**src/hw/rtl/address_region_table_macros.svh**
```systemverilog
// assertion macros used by the address region table controller
`ifndef ADDRESS_REGION_TABLE_MACROS_SVH
`define ADDRESS_REGION_TABLE_MACROS_SVH

// same-cycle implication, checked outside reset
`define ART_ASSERT_IMP(label, clk, rst, ante, cons, msg) \
  label: assert property (@(posedge clk) disable iff (rst) (ante) |-> (cons)) else $error(msg);

// next-cycle implication, checked outside reset
`define ART_ASSERT_NXT(label, clk, rst, ante, cons, msg) \
  label: assert property (@(posedge clk) disable iff (rst) (ante) |=> (cons)) else $error(msg);

`endif

```
**src/hw/rtl/art_pkg.sv**
```systemverilog
// shared types and constants for the address region table
`default_nettype none

package art_pkg;

  localparam int ENTRIES_DEFAULT = 64;
  localparam int FIELD_W = 48;
  localparam int INDEX_W = 6;
  localparam int STATUS_W = 2;

  localparam logic [STATUS_W-1:0] STATUS_OK      = 2'd0;
  localparam logic [STATUS_W-1:0] STATUS_REFUSED = 2'd1;
  localparam logic [STATUS_W-1:0] STATUS_FULL    = 2'd2;
  localparam logic [STATUS_W-1:0] STATUS_MISS    = 2'd3;

  typedef struct packed {
    logic [FIELD_W-1:0] handle;
    logic [FIELD_W-1:0] shadow;
    logic [FIELD_W-1:0] metadata;
    logic [FIELD_W-1:0] base;
    logic [FIELD_W-1:0] size;
  } record_t;

  // which result the datapath captures
  typedef enum logic [2:0] {
    RES_REG_OK,
    RES_REFUSED,
    RES_FULL,
    RES_MISS,
    RES_HIT
  } res_sel_t;

  typedef struct packed {
    logic     accept;
    logic     wr_en;
    logic     scan_run;
    logic     res_load;
    res_sel_t res_sel;
    logic     out_load;
  } dp_cmd_t;

  typedef struct packed {
    logic func_lookup;
    logic handle_zero;
    logic addr_zero;
    logic full;
    logic empty;
    logic hit;
    logic scan_end;
  } dp_sts_t;

endpackage

`default_nettype wire

```
**src/hw/rtl/art_ctrl.sv**
```systemverilog
// controller: request sequencing, scan control and output handshake
`default_nettype none

`include "address_region_table_macros.svh"

module art_ctrl (
  input  wire                   clk,
  input  wire                   rst,
  input  wire                   in_valid,
  output logic                  in_stall,
  output logic                  out_valid,
  input  wire                   out_stall,
  input  wire art_pkg::dp_sts_t sts,
  output art_pkg::dp_cmd_t      cmd
);

  typedef enum logic [1:0] {
    IDLE,
    SCAN,
    REPORT
  } state_t;

  state_t state;
  state_t state_next;
  logic   out_free;

  assign out_free = !out_valid || !out_stall;

  always_comb begin
    cmd        = '0;
    cmd.res_sel = art_pkg::RES_REFUSED;
    state_next = state;
    case (state)
      IDLE: begin
        cmd.accept = in_valid && !in_stall;
        if (cmd.accept) begin
          cmd.res_load = 1'b1;
          state_next   = REPORT;
          if (!sts.func_lookup) begin
            if (sts.handle_zero) begin
              cmd.res_sel = art_pkg::RES_REFUSED;
            end else if (sts.full) begin
              cmd.res_sel = art_pkg::RES_FULL;
            end else begin
              cmd.res_sel = art_pkg::RES_REG_OK;
              cmd.wr_en   = 1'b1;
            end
          end else if (sts.addr_zero) begin
            cmd.res_sel = art_pkg::RES_REFUSED;
          end else if (sts.empty) begin
            cmd.res_sel = art_pkg::RES_MISS;
          end else begin
            cmd.res_load = 1'b0;
            state_next   = SCAN;
          end
        end
      end
      SCAN: begin
        cmd.scan_run = 1'b1;
        if (sts.hit) begin
          cmd.res_load = 1'b1;
          cmd.res_sel  = art_pkg::RES_HIT;
          state_next   = REPORT;
        end else if (sts.scan_end) begin
          cmd.res_load = 1'b1;
          cmd.res_sel  = art_pkg::RES_MISS;
          state_next   = REPORT;
        end
      end
      REPORT: begin
        if (out_free) begin
          cmd.out_load = 1'b1;
          state_next   = IDLE;
        end
      end
      default: begin
        state_next = IDLE;
      end
    endcase
  end

  always_ff @(posedge clk) begin
    if (rst) begin
      state     <= IDLE;
      in_stall  <= 1'b0;
      out_valid <= 1'b0;
    end else begin
      state    <= state_next;
      in_stall <= (state_next != IDLE);
      if (cmd.out_load) begin
        out_valid <= 1'b1;
      end else if (!out_stall) begin
        out_valid <= 1'b0;
      end
    end
  end

  `ART_ASSERT_IMP(a_out_load_free, clk, rst, cmd.out_load, out_free, "result overwrites a pending one")
  `ART_ASSERT_NXT(a_busy_after_req, clk, rst, cmd.accept, in_stall, "request taken while busy")
  `ART_ASSERT_IMP(a_hit_not_end, clk, rst, sts.hit, !sts.scan_end, "hit and scan end together")
  `ART_ASSERT_IMP(a_rose_from_load, clk, rst, $rose(out_valid), $past(cmd.out_load), "output valid without load")

endmodule

`default_nettype wire

```
**config.mk**
```make
export PLATFORM = sky130hd
export DESIGN_NAME = art_ctrl
export DESIGN_NICKNAME = d
export VERILOG_FILES = /design/src/hw/rtl/art_pkg.sv /design/src/hw/rtl/art_ctrl.sv
export VERILOG_INCLUDE_DIRS = /design/src /design/src/hw/rtl
export SDC_FILE = /design/constraint.sdc
export NUM_CORES = 1
export LEC_CHECK = 0
export CAP_MARGIN = 40
export CORE_AREA = 5 5 42 44
export DETAILED_ROUTE_END_ITERATION = 10
export DIE_AREA = 0 0 47 49
export DONT_BUFFER_PORTS = 1
export REMOVE_ABC_BUFFERS = 1
export SLEW_MARGIN = 10
export SYNTH_ARGS = -nofsm -noshare
export SYNTH_HDL_FRONTEND = slang
export SYNTH_SLANG_ARGS = --single-unit
```
**constraint.sdc**
```tcl
create_clock -name clk -period 1.4 [get_ports clk]
set_input_delay 0.07 -clock clk [delete_from_list [all_inputs] [get_ports clk]]
set_output_delay 0.07 -clock clk [all_outputs]
set_load 0.03 [all_outputs]
```
# ---- After elaboration in Yosys (flattened, before gate mapping)
# Cells that the tools add are included.
dict set report totals {
  latchBits 0
  wordCells 43
  n_memories 0
  ff_bits 4
  ram_bits 0
  input_bits 11
  mem_bits_ro 0
  output_inout_bits 10
}
dict set report op_classes {
  shifts 0
  muxes 30
  n_bitwise 0
  eq_ne 3
  n_reduce_logical 7
  add_sub_neg 0
  div_mod_pow 0
  n_mul 0
  order_cmp 0
}
# operator count
set op_table {}
lappend op_table {{2-bit 2-to-1 mux} 13}
lappend op_table {{1-bit 2-to-1 mux} 12}
lappend op_table {{4-bit 2-to-1 mux} 3}
lappend op_table {{4-bit one-hot mux with 2 select lines} 1}
lappend op_table {{2-bit one-hot mux with 3 select lines} 1}
lappend op_table {{1-bit zero test} 3}
lappend op_table {{2-bit by 1-bit equality test with 1-bit output, second input constant} 1}
lappend op_table {{2-bit equality test, second input constant} 1}
lappend op_table {{2-bit zero test} 1}
lappend op_table {{2-bit by 1-bit inequality test with 1-bit output, second input constant} 1}
lappend op_table {{2-bit nonzero test} 1}
lappend op_table {{1-bit logical AND} 1}
lappend op_table {{1-bit logical OR} 1}

# ---- Longest topological paths before layout
# Gate-level depths: netlist of the first run.
dict set report depth {
  ltp_word 6
  mapped_depth 5
  mapped_depth_nobuf 4
}

# ---- Worst setup path after synthesis of the first run
# OpenSTA, ideal clock, no wires.
dict set report synth_path {
  kind {reg2out}
  start {reg in_stall}
  end {out cmd[6] (netlist bit)}
  t_arrival_ns 1.921
  path_stages_with_launch 4
  path_slack_ns -0.591
  required_ns 1.330
  path_buffers 1
  path_cell_list {dfxtp_1 or4b_1 buf_2 nor4_1}
}
# element line
set synth_lines {}
lappend synth_lines {{start: declaration} art_ctrl.sv:10} ;# output logic in_stall,
lappend synth_lines {{start signal: assignment} art_ctrl.sv:89} ;# in_stall <= (state_next != IDLE);
lappend synth_lines {{end: declaration} art_ctrl.sv:14} ;# output art_pkg::dp_cmd_t cmd

==> results of run 1 <==
[layout by cell type (no fill, tap or decap)]
cell type / count
a21o_1: 1
a21o_2: 1
a21oi_1: 1
a21oi_2: 1
a31oi_1: 3
a32oi_1: 1
and2_4: 1
buf_12: 1
buf_4: 8
buf_6: 2
clkbuf_4: 3
dfxtp_1: 4
dlygate4sd3_1: 2
inv_1: 3
inv_2: 1
nand2_1: 1
nand2_2: 1
nand3_1: 1
nor2_1: 3
nor2_2: 1
nor3_1: 1
nor3b_1: 1
nor4_1: 1
o21ai_0: 1
o32ai_1: 1
or2b_2: 1
or2b_4: 1
or4b_4: 1
[final cells by class]
cell class / count / share of cell area
multi-input cells: 24 / 0.3882
repair buffers: 13 / 0.2882
flip-flops and latches: 4 / 0.1882
inverters: 4 / 0.03529
clock buffers: 3 / 0.05294
well taps: 16 / 0.04706
[cells in the mapped netlist]
master and n:
a21o_1 1, nand3_1 1, nor2_1 4, and2_1 1, or4b_1 1, nor4_1 1, a32oi_1 1, a31oi_1 3
a21oi_1 2, a21o_2 1, buf_2 1, or2b_2 2, dfxtp_1 4, o32ai_1 1, nor3b_1 1, inv_1 4
nor3_1 1, o21ai_0 1, nand2_1 2
[per-layer routing]
layer  up-vias  part of all wire  track usage
met5         -                 0            0
met4         0                 0      0.05530
met3         0              0.12      0.02583
met2        12              0.50       0.1222
met1       125              0.38      0.08571
li1        150                 -            -
[what timing repair did]
item,in CTS,in global routing
gates resized for setup,8,1
endpoints found under the setup margin,6,7
hold buffers,2,0
endpoints found under the hold margin,1,0
pin swaps,1,1
[cells by family (layout without fill, tap and decap cells)]
family	after synthesis	count (layout)	synth area share
AOI/OAI and AO/OA	10	10	0.2727
DFF	4	4	0.3232
and+or+nand+nor	14	14	0.3232
buffers and inverters	5	20	0.08077
[state kept, by name, summed over array words and instances, names as in the netlist]
name	flops
state	2
in_stall	1
out_valid	1
[stage by stage]
stage          area (sq um)  total power, mW  setup WS (ns)    util  setup TNS [ns]
2_1_floorplan         242.7           0.1930        -0.5693       -          -1.005
3_3_place_gp          357.8           0.2357       -0.02406  0.2554        -0.02406
3_5_place_dp          357.8           0.2365       -0.03862  0.2554        -0.04148
4_1_cts               421.7           0.3997        -0.1920  0.3009         -0.6827
5_1_grt               425.4           0.4216        -0.2332  0.3036         -0.9258
6_report              425.4           0.3922        -0.1782  0.3036         -0.6462
[path summary, 6_finish.rpt]
path	start	slack [ns]	end
worst max-delay path	state[0]$_SDFF_PP0_	-0.18	cmd[4]
worst min-delay path	rst	0.02	state[1]$_SDFF_PP0_
worst max register to register	state[0]$_SDFF_PP0_	0.13	state[1]$_SDFF_PP0_
worst min register to register	out_valid$_SDFFE_PP0P_	0.52	out_valid$_SDFFE_PP0P_
[power breakdown]
group | leakage, nW | internal (mW) | switching [mW]
Combinational | 0.152 | 0.0560 | 0.0665
Sequential | 0.0328 | 0.121 | 0.00457
Clock | 0.0138 | 0.0959 | 0.0477
Total | 0.198 | 0.273 | 0.119
==> key figures, run 1 <==
STA
  • Final setup fails: 5
  • Slew margin rel.: 0.7650
  • Final hold slack: about 0.023 ns
  • RSZ-0062 raised after global routing: true
  • Fin crit period: around 1.6 ns
  • Clock Skew: around 0.0032 ns
  • Max-slew violations: 0
  • Worst-margin pin slew: 0.3521 ns
  • Fmax: roughly 630 MHz
  • Final worst-path cycle share: 1.127
  • PnR worst setup slack: -0.1782 ns
  • Final Hold Vio Count: 0

CTS
  • CTS sink count: 4
  • CTS root buffer: clkbuf_4
  • H-tree levels: 1
  • Clk pin slew, worst setup/hold paths: around 0.04 ns
  • CTS tree: built
  • Max Root-Sink Buffers: 2
  • Worst skew pair latency: roughly 0.23 ns
  • Setup bufs post-CTS: 0
  • Total CTS buffers: 3

Yosys
  • Mapped Area: 247.7 sq um
  • Syn avg cell area: ~7.5 sq um
  • Synth Instances: 33
  • Top cells by area, synth: dfxtp_1 32%, a31oi_1 7.6%, or2b_2 7.1%
  • Register bit count reported by yosys: 4
  • Cell taking the most area after synthesis: dfxtp_1
  • Sequential share of the synthesized area: 0.3232
  • Synth top area share: 0.3232
  • Yosys cell types: 19
  • Synth warnings: 0

Critical path
  • R2R depth: 3
  • Startpoint Class: flop
  • Critical path fanouts, max: 6
  • CP delay by family, top: simple AND/OR/NAND/NOR gates
  • Crit path DAT: 1.51 ns
  • Critical path depth: 4
  • Data required time of the worst path: around 1.3 ns
  • Crit path cell chain: or4b_4 > a21o_1 > nand2_2 > buf_12
  • Worst path max stage delay: ~0.57 ns
  • Critical Path Sink Type: output port
  • Slowest CP cell: or4b_4
  • Buf+Inv Stages, Crit Path: 1
  • CP Class: flop to output port

Cells and area
  • Synthesis-to-finish area growth: 71.72%
  • Share of post-route cells with drive strength above 1: 0.4792
  • Final Non-Filler Cells: 64
  • Area occupied by multi-input gates: 165.2 sq um
  • Ant. Diodes: 0
  • FF/Latch Area: 80.08 sq um
  • Final #Nets: 61
  • FILL cells: 159

Floorplan
  • Rows: 14
  • Die Span Y: about 49 um
  • I/O pins: 21
  • Die Area: ~2300 sq um
  • Die W: between 40 and 50 um
  • Starting Density: 0.1768
  • Core Region: between 1000 and 1500 sq um

GRT
  • Vias in the first global route: between 300 and 400
  • GR Util All Layers: 0.07887
  • Initial antenna violation count: 0
  • First-pass GRT wire length: between 1000 and 1500 um
  • Largest net degree at the start of global routing: 7
  • Grt ovf: 0

Place
  • HPWL after DPL: between 600 and 700 um
  • Inst Count DP: just under 60
  • I/O Buffers: 0
  • Gpl congestion: 0.7402

Route
  • DR WL/cell: between 10 and 15 um
  • DRC: 0
  • Via/cell ratio: roughly 4.5
  • Routed wire length: ~830 um
  • DR vias: 287
  • Iteration-0 DRC Markers: 4
  • Pre-antenna DRT Iters: 4
  • Post-route ant nets: 0

Outcome
  • Status: finished, violations left
  • Failing checks: negative setup slack

Pwr
  • PwrDens: ~920 nW/um^2
  • Leak pwr: between 0.15 and 0.2 nW
  • Peak supply drop: 0.2475 mV

Min path
  • Hold Path Stages: 2
  • Min-Delay Path Class: primary input to flop

Run
  • Number of max-cap violations: 0
Note: power is estimated with default switching activity, not from simulation.
==> run 2: changes to the inputs <==
Settings changed: CELL_PAD_IN_SITES_DETAIL_PLACEMENT set to 0, CELL_PAD_IN_SITES_GLOBAL_PLACEMENT set to 1, PLACE_DENSITY_LB_ADDON set to 0.1.
==> run 2 against run 1 <==
  * Global-route usage down 0.63 points
  * Routed wire length up 0.48%
  * Combinational power about the same
  * Clock skew down 0.0020 ns
  * The flow still finishes with violations (negative setup slack)
  * Highest routed layer is now met4
  * Critical path type unchanged
==> key figures, run 2 (same netlist as run 1, synthesis figures left out) <==
Cells and area
  • FILL cells: roughly 150
  • Share of post-route cells with drive strength above 1: 0.5200
  • Highest-count cells in the layout ignoring fill and taps: 10 x buf_4, 4 x dfxtp_1
  • Final #Nets: 63
  • Synthesis-to-finish area growth: 81.31%
  • Max FFs per register: 2
  • Final Non-Filler Cells: 66
  • Biggest register: state
  • Core Util, Final: 0.3205
  • Largest registers: state x2, in_stall x1, out_valid x1
  • Ant. Diodes: 0
  • Most common cell after layout, fill and taps aside: buf_4

Pwr
  • PwrDens: about 870 nW/um^2
  • Peak supply drop: roughly 0.30 mV
  • Leak pwr: 0.2092 nW

CTS
  • CTS sink count: 4
  • CTS tree: built
  • Clk pin slew, worst setup/hold paths: around 0.040 ns
  • H-tree levels: 1
  • Worst skew pair latency: around 0.23 ns
  • Total CTS buffers: 3
  • CTS root buffer: clkbuf_4
  • Max Root-Sink Buffers: 2

GRT
  • Largest net degree at the start of global routing: 7
  • First-pass GRT wire length: roughly 1200 um
  • Vias in the first global route: 312
  • GR Util All Layers: 0.07259
  • Initial antenna violation count: 0
  • Grt ovf: 0

Route
  • Pre-antenna DRT Iters: 1
  • Iteration-0 DRC Markers: 0
  • Routed wire length: between 800 and 900 um
  • DRC: 0
  • Post-route ant nets: 0
  • Via/cell ratio: 4.485
  • DR WL/cell: 12.70 um
  • DR vias: just under 300

Critical path
  • CP Class: flop to output port
  • R2R Path End: state[1]$_SDFF_PP0_
  • Slowest CP cell: or4b_4
  • Setup slack, reg-to-reg: around 0.090 ns
  • Critical path fanouts, max: 6
  • Critical Path Sink Type: output port
  • Startpoint Class: flop
  • Worst setup endpoint: cmd[4]
  • Worst setup path start: state[0]$_SDFF_PP0_
  • Crit Reg-Reg Startpoint: state[0]$_SDFF_PP0_
  • Data required time of the worst path: ~1.3 ns
  • Crit path DAT: 1.51 ns
  • R2R depth: 3
  • Worst path max stage delay: slightly below 0.6 ns
  • Crit path cell chain: or4b_4 > a21o_1 > nand2_2 > buf_12

Place
  • Setup WS pre-CTS: -0.03034 ns
  • Inst Count DP: 59
  • I/O Buffers: 0
  • Gpl congestion: roughly 0.74

Floorplan
  • Core Region: ~1400 sq um
  • Die W: about 47 um
  • Die Span Y: a little under 50 um
  • I/O pins: 21
  • Rows: 14
  • Die Area: ~2300 sq um
  • Starting Density: 0.1768

STA
  • Clock Skew: roughly 0.0012 ns
  • Slew margin rel.: 0.7673
  • PnR worst setup slack: -0.1817 ns
  • Final setup fails: 5
  • Final Hold Vio Count: 0
  • Fin crit period: about 1.6 ns
  • Final worst-path cycle share: 1.130
  • Final hold slack: 0.02736 ns
  • Max-slew violations: 0
  • Fmax: between 600 and 700 MHz
  • Worst-margin pin slew: about 0.35 ns
  • RSZ-0062 raised after global routing: true

Min path
  • Min-Delay Path Class: primary input to flop
  • Hold wc startpoint: rst

Run
  • Number of max-cap violations: 0

Outcome
  • Status: finished, violations left
  • Failing checks: negative setup slack
run 2: changes by cell type in the layout (fill, tap and decap cells not counted), sizes merged:
cell and delta:
buf +2
run 2: area by class of cell:
| cell class | count | area (sq um) | area share |
|---|---|---|---|
| tap | 16 | 20.02 | 0.04457 |
| sequential | 4 | 80.08 | 0.1783 |
| inverter | 4 | 17.52 | 0.03900 |
| multi-input combinational | 24 | 171.4 | 0.3816 |
| timing repair buffer | 15 | 137.6 | 0.3064 |
| clock buffer | 3 | 22.52 | 0.05014 |
run 2: worst max-delay path, delay by kind of cell (launching register included):
family / cells / cell delay, ns
flip-flops: 1 / 0.31
AO/OA/AOI/OAI: 1 / 0.20
buffers and inverters: 1 / 0.12
AND/OR/NAND/NOR: 2 / 0.66
run 2: power by group:
part | switching (mW) | internal [mW] | total, mW
registers | 0.00353 | 0.122 | 0.125
logic | 0.0682 | 0.0576 | 0.126
clock network | 0.0426 | 0.0956 | 0.138
total | 0.114 | 0.275 | 0.389
run 2: metrics by stage:
step | total power [mW] | area, sq um | setup TNS (ns)
detailed placement | 0.2375 | 357.8 | -0.03034
finish | 0.3891 | 449.2 | -0.6150
CTS | 0.3986 | 436.7 | -0.6688
global placement | 0.2374 | 357.8 | -0.01413
global route | 0.4096 | 449.2 | -0.8676
floorplan | 0.1930 | 242.7 | -1.005
run 2: repair_timing:
| item | CTS | global route |
|---|---|---|
| hold buffers | 2 | 0 |
| pin swaps | 1 | 1 |
| endpoints found under the hold margin | 1 | 0 |
| setup endpoints to repair | 6 | 7 |
| gates resized for setup | 8 | 3 |
| buffers inserted | 2 | 0 |
run 2: worst min path at each step:
| stage | to | slack (ns) | cells past startpoint |
|---|---|---|---|
| after global placement | out_valid$_SDFFE_PP0P_ | 0.14 | 1 |
| after floorplan | out_valid$_SDFFE_PP0P_ | 0.14 | 1 |
| after global routing | state[1]$_SDFF_PP0_ | 0.03 | 2 |
| after CTS | state[1]$_SDFF_PP0_ | 0.02 | 2 |
| after detailed placement | out_valid$_SDFFE_PP0P_ | 0.14 | 1 |
| final | state[1]$_SDFF_PP0_ | 0.03 | 2 |
run 2: routing by layer:
metal | up-vias | GRT usage | wire [um]
li1 | 152 | - | -
met1 | 128 | 0.06167 | 297
met2 | 14 | 0.1290 | 418
met3 | 2 | 0.02214 | 106
met4 | 0 | 0.05530 | 15
met5 | - | 0 | 0
==> run 3: changes to the inputs <==
Settings changed: REMOVE_ABC_BUFFERS 1 to not set.
==> run 3 against run 2 <==
  * The flow still finishes with violations (negative setup slack)
  * Final cell count down 1.5%
  * Global-route usage is 0.70 points higher
  * Sequential power is essentially flat
  * Utilization increased by 2.7 points
  * Setup slack better by 0.015 ns
  * Hold slack gained 0.019 ns
  * Sequential share of layout area decreased by 0.60 points
  * Clock skew down 0.0012 ns
  * Register-to-register slack lost 0.07 ns
  * Count of clock-buffer cells in the layout stayed put
  * Critical path type unchanged
==> key figures, run 3 (same netlist as run 1, synthesis figures left out) <==
Outcome
  • Status: finished, violations left
  • Failing checks: negative setup slack

Route
  • Routed wire length: between 800 and 900 um
  • DR WL/cell: 13.09 um
  • DR vias: around 300
  • Pre-antenna DRT Iters: 2
  • Post-route ant nets: 0
  • DRC: 0
  • Via/cell ratio: roughly 4.7
  • Iteration-0 DRC Markers: 1

STA
  • PnR worst setup slack: -0.1668 ns
  • Final Hold Vio Count: 0
  • Slew margin rel.: 0.7275
  • Fin crit period: between 1.5 and 2 ns
  • Clock Skew: between 0.00006 and 0.00007 ns
  • Worst-margin pin slew: between 0.4 and 0.5 ns
  • Fmax: ~640 MHz
  • RSZ-0062 raised after global routing: true
  • Final worst-path cycle share: 1.119
  • Max-slew violations: 0
  • Final setup fails: 5

Critical path
  • Crit path DAT: ~1.5 ns
  • Setup slack, reg-to-reg: ~0.020 ns
  • Critical Path Sink Type: output port
  • Critical path fanouts, max: 6
  • Crit Reg-Reg Startpoint: in_stall$_SDFF_PP0_
  • Startpoint Class: flop
  • CP Class: flop to output port
  • R2R depth: 5
  • R2R Path End: state[0]$_SDFF_PP0_
  • Data required time of the worst path: about 1.3 ns

Cells and area
  • Largest registers: state x2, in_stall x1, out_valid x1
  • Max FFs per register: 2
  • Share of post-route cells with drive strength above 1: 0.6327
  • Most common cell after layout, fill and taps aside: buf_4
  • Highest-count cells in the layout ignoring fill and taps: 6 x buf_4, 5 x buf_6
  • Core Util, Final: 0.3473
  • Ant. Diodes: 0
  • Biggest register: state
  • Synthesis-to-finish area growth: 96.46%
  • Final Non-Filler Cells: 65
  • Final instance area: approximately 500 sq um
  • Final #Nets: slightly above 60

Min path
  • Min-Delay Path Class: primary input to flop
  • Hold Path Stages: 2
  • Hold wc startpoint: sts[6]
  • Hold worst-path end: state[0]$_SDFF_PP0_

Yosys
  • Syn nets: 44

CTS
  • CTS sink count: 4
  • Max Root-Sink Buffers: 2
  • Clk pin slew, worst setup/hold paths: 0.03 ns
  • CTS tree: built
  • H-tree levels: 1
  • Total CTS buffers: 3
  • Worst skew pair latency: roughly 0.23 ns
  • CTS root buffer: clkbuf_4

Place
  • DP Area: around 400 sq um
  • Gpl congestion: between 0.7 and 0.8
  • Inst Count DP: roughly 60
  • Setup WS pre-CTS: 0.02446 ns
  • I/O Buffers: 0

Floorplan
  • Rows: 14
  • Starting Density: 0.1768
  • Die W: ~47 um
  • I/O pins: 21
  • Die Area: 2303 sq um
  • Die Span Y: approximately 49 um
  • Core Region: approximately 1400 sq um

GRT
  • First-pass GRT wire length: ~1300 um
  • Largest net degree at the start of global routing: 7
  • Grt ovf: 0
  • Initial antenna violation count: 0
  • GR Util All Layers: 0.07958
  • Vias in the first global route: roughly 320

Pwr
  • Total power draw: between 0.4 and 0.5 mW
  • PwrDens: 822.9 nW/um^2
  • Peak supply drop: around 0.25 mV
  • Leak pwr: between 0.2 and 0.25 nW

Run
  • Number of max-cap violations: 0
==> run 3: cell types whose count changed in the layout (fill, tap and decap cells not counted), moves of 3 or more <==
| cell | previous run | this run |
|---|---|---|
| dfxtp_1 | 4 | 1 |
| buf_4 | 10 | 6 |
| dfxtp_2 | 0 | 3 |
| buf_6 | 2 | 5 |
==> run 3: worst max-delay path by stage <==
stage / to / startpoint / cells after the start / slack (ns)
after global placement: cmd[4] / state[1]$_SDFF_PP0_ / 4 / 0.02
after floorplan: cmd[6] / in_stall$_SDFF_PP0_ / 3 / -0.02
after global routing: cmd[6] / in_stall$_SDFF_PP0_ / 3 / -0.23
final: cmd[4] / in_stall$_SDFF_PP0_ / 3 / -0.17
after CTS: cmd[6] / in_stall$_SDFF_PP0_ / 4 / -0.21
after detailed placement: cmd[4] / state[0]$_SDFF_PP0_ / 4 / 0.02
==> run 3: worst max-delay path: stages, from the launching register on <==
cell and delay, ns:
dfxtp_2 0.31, or4b_4 0.61, a21o_1 0.23, nand2_4 0.11
==> run 3: area by class of cell <==
type / count / area (sq um)
clock buffers: 3 / 22.52
multi-input cells: 24 / 200.2
well taps: 16 / 20.02
flip-flops and latches: 4 / 83.83
inverters: 4 / 18.77
fillers: 154 / 914.6
repair buffers: 14 / 141.4
==> run 3: repair_timing <==
item	CTS	global route
hold buffers	2	0
setup buffers	1	1
gates resized for setup	7	8
endpoints found under the setup margin	6	9
pin swaps	2	3
hold endpoints to repair	2	0
==> run 3: through the flow <==
step | hold slack [ns] | setup TNS, ns
floorplan | 0.1391 | -0.01919
global placement | 0.1426 | 0
detailed placement | 0.1451 | 0
CTS | 0.03486 | -0.9208
global route | 0.05308 | -0.9877
finish | 0.04620 | -0.7064
==> run 3: per-layer routing <==
metal	GRT usage	vias to the layer above	part of all wire
met5	0	-	0
met4	0.08295	0	0
met3	0.02583	0	0.13
met2	0.1063	17	0.50
met1	0.09011	137	0.36
li1	-	150	-
==> run 3: report_power, final <==
group / total, mW / switching, mW / internal [mW]
clock network: 0.141 / 0.0457 / 0.0958
registers: 0.128 / 0.00519 / 0.123
logic: 0.131 / 0.0732 / 0.0581
total: 0.401 / 0.124 / 0.276
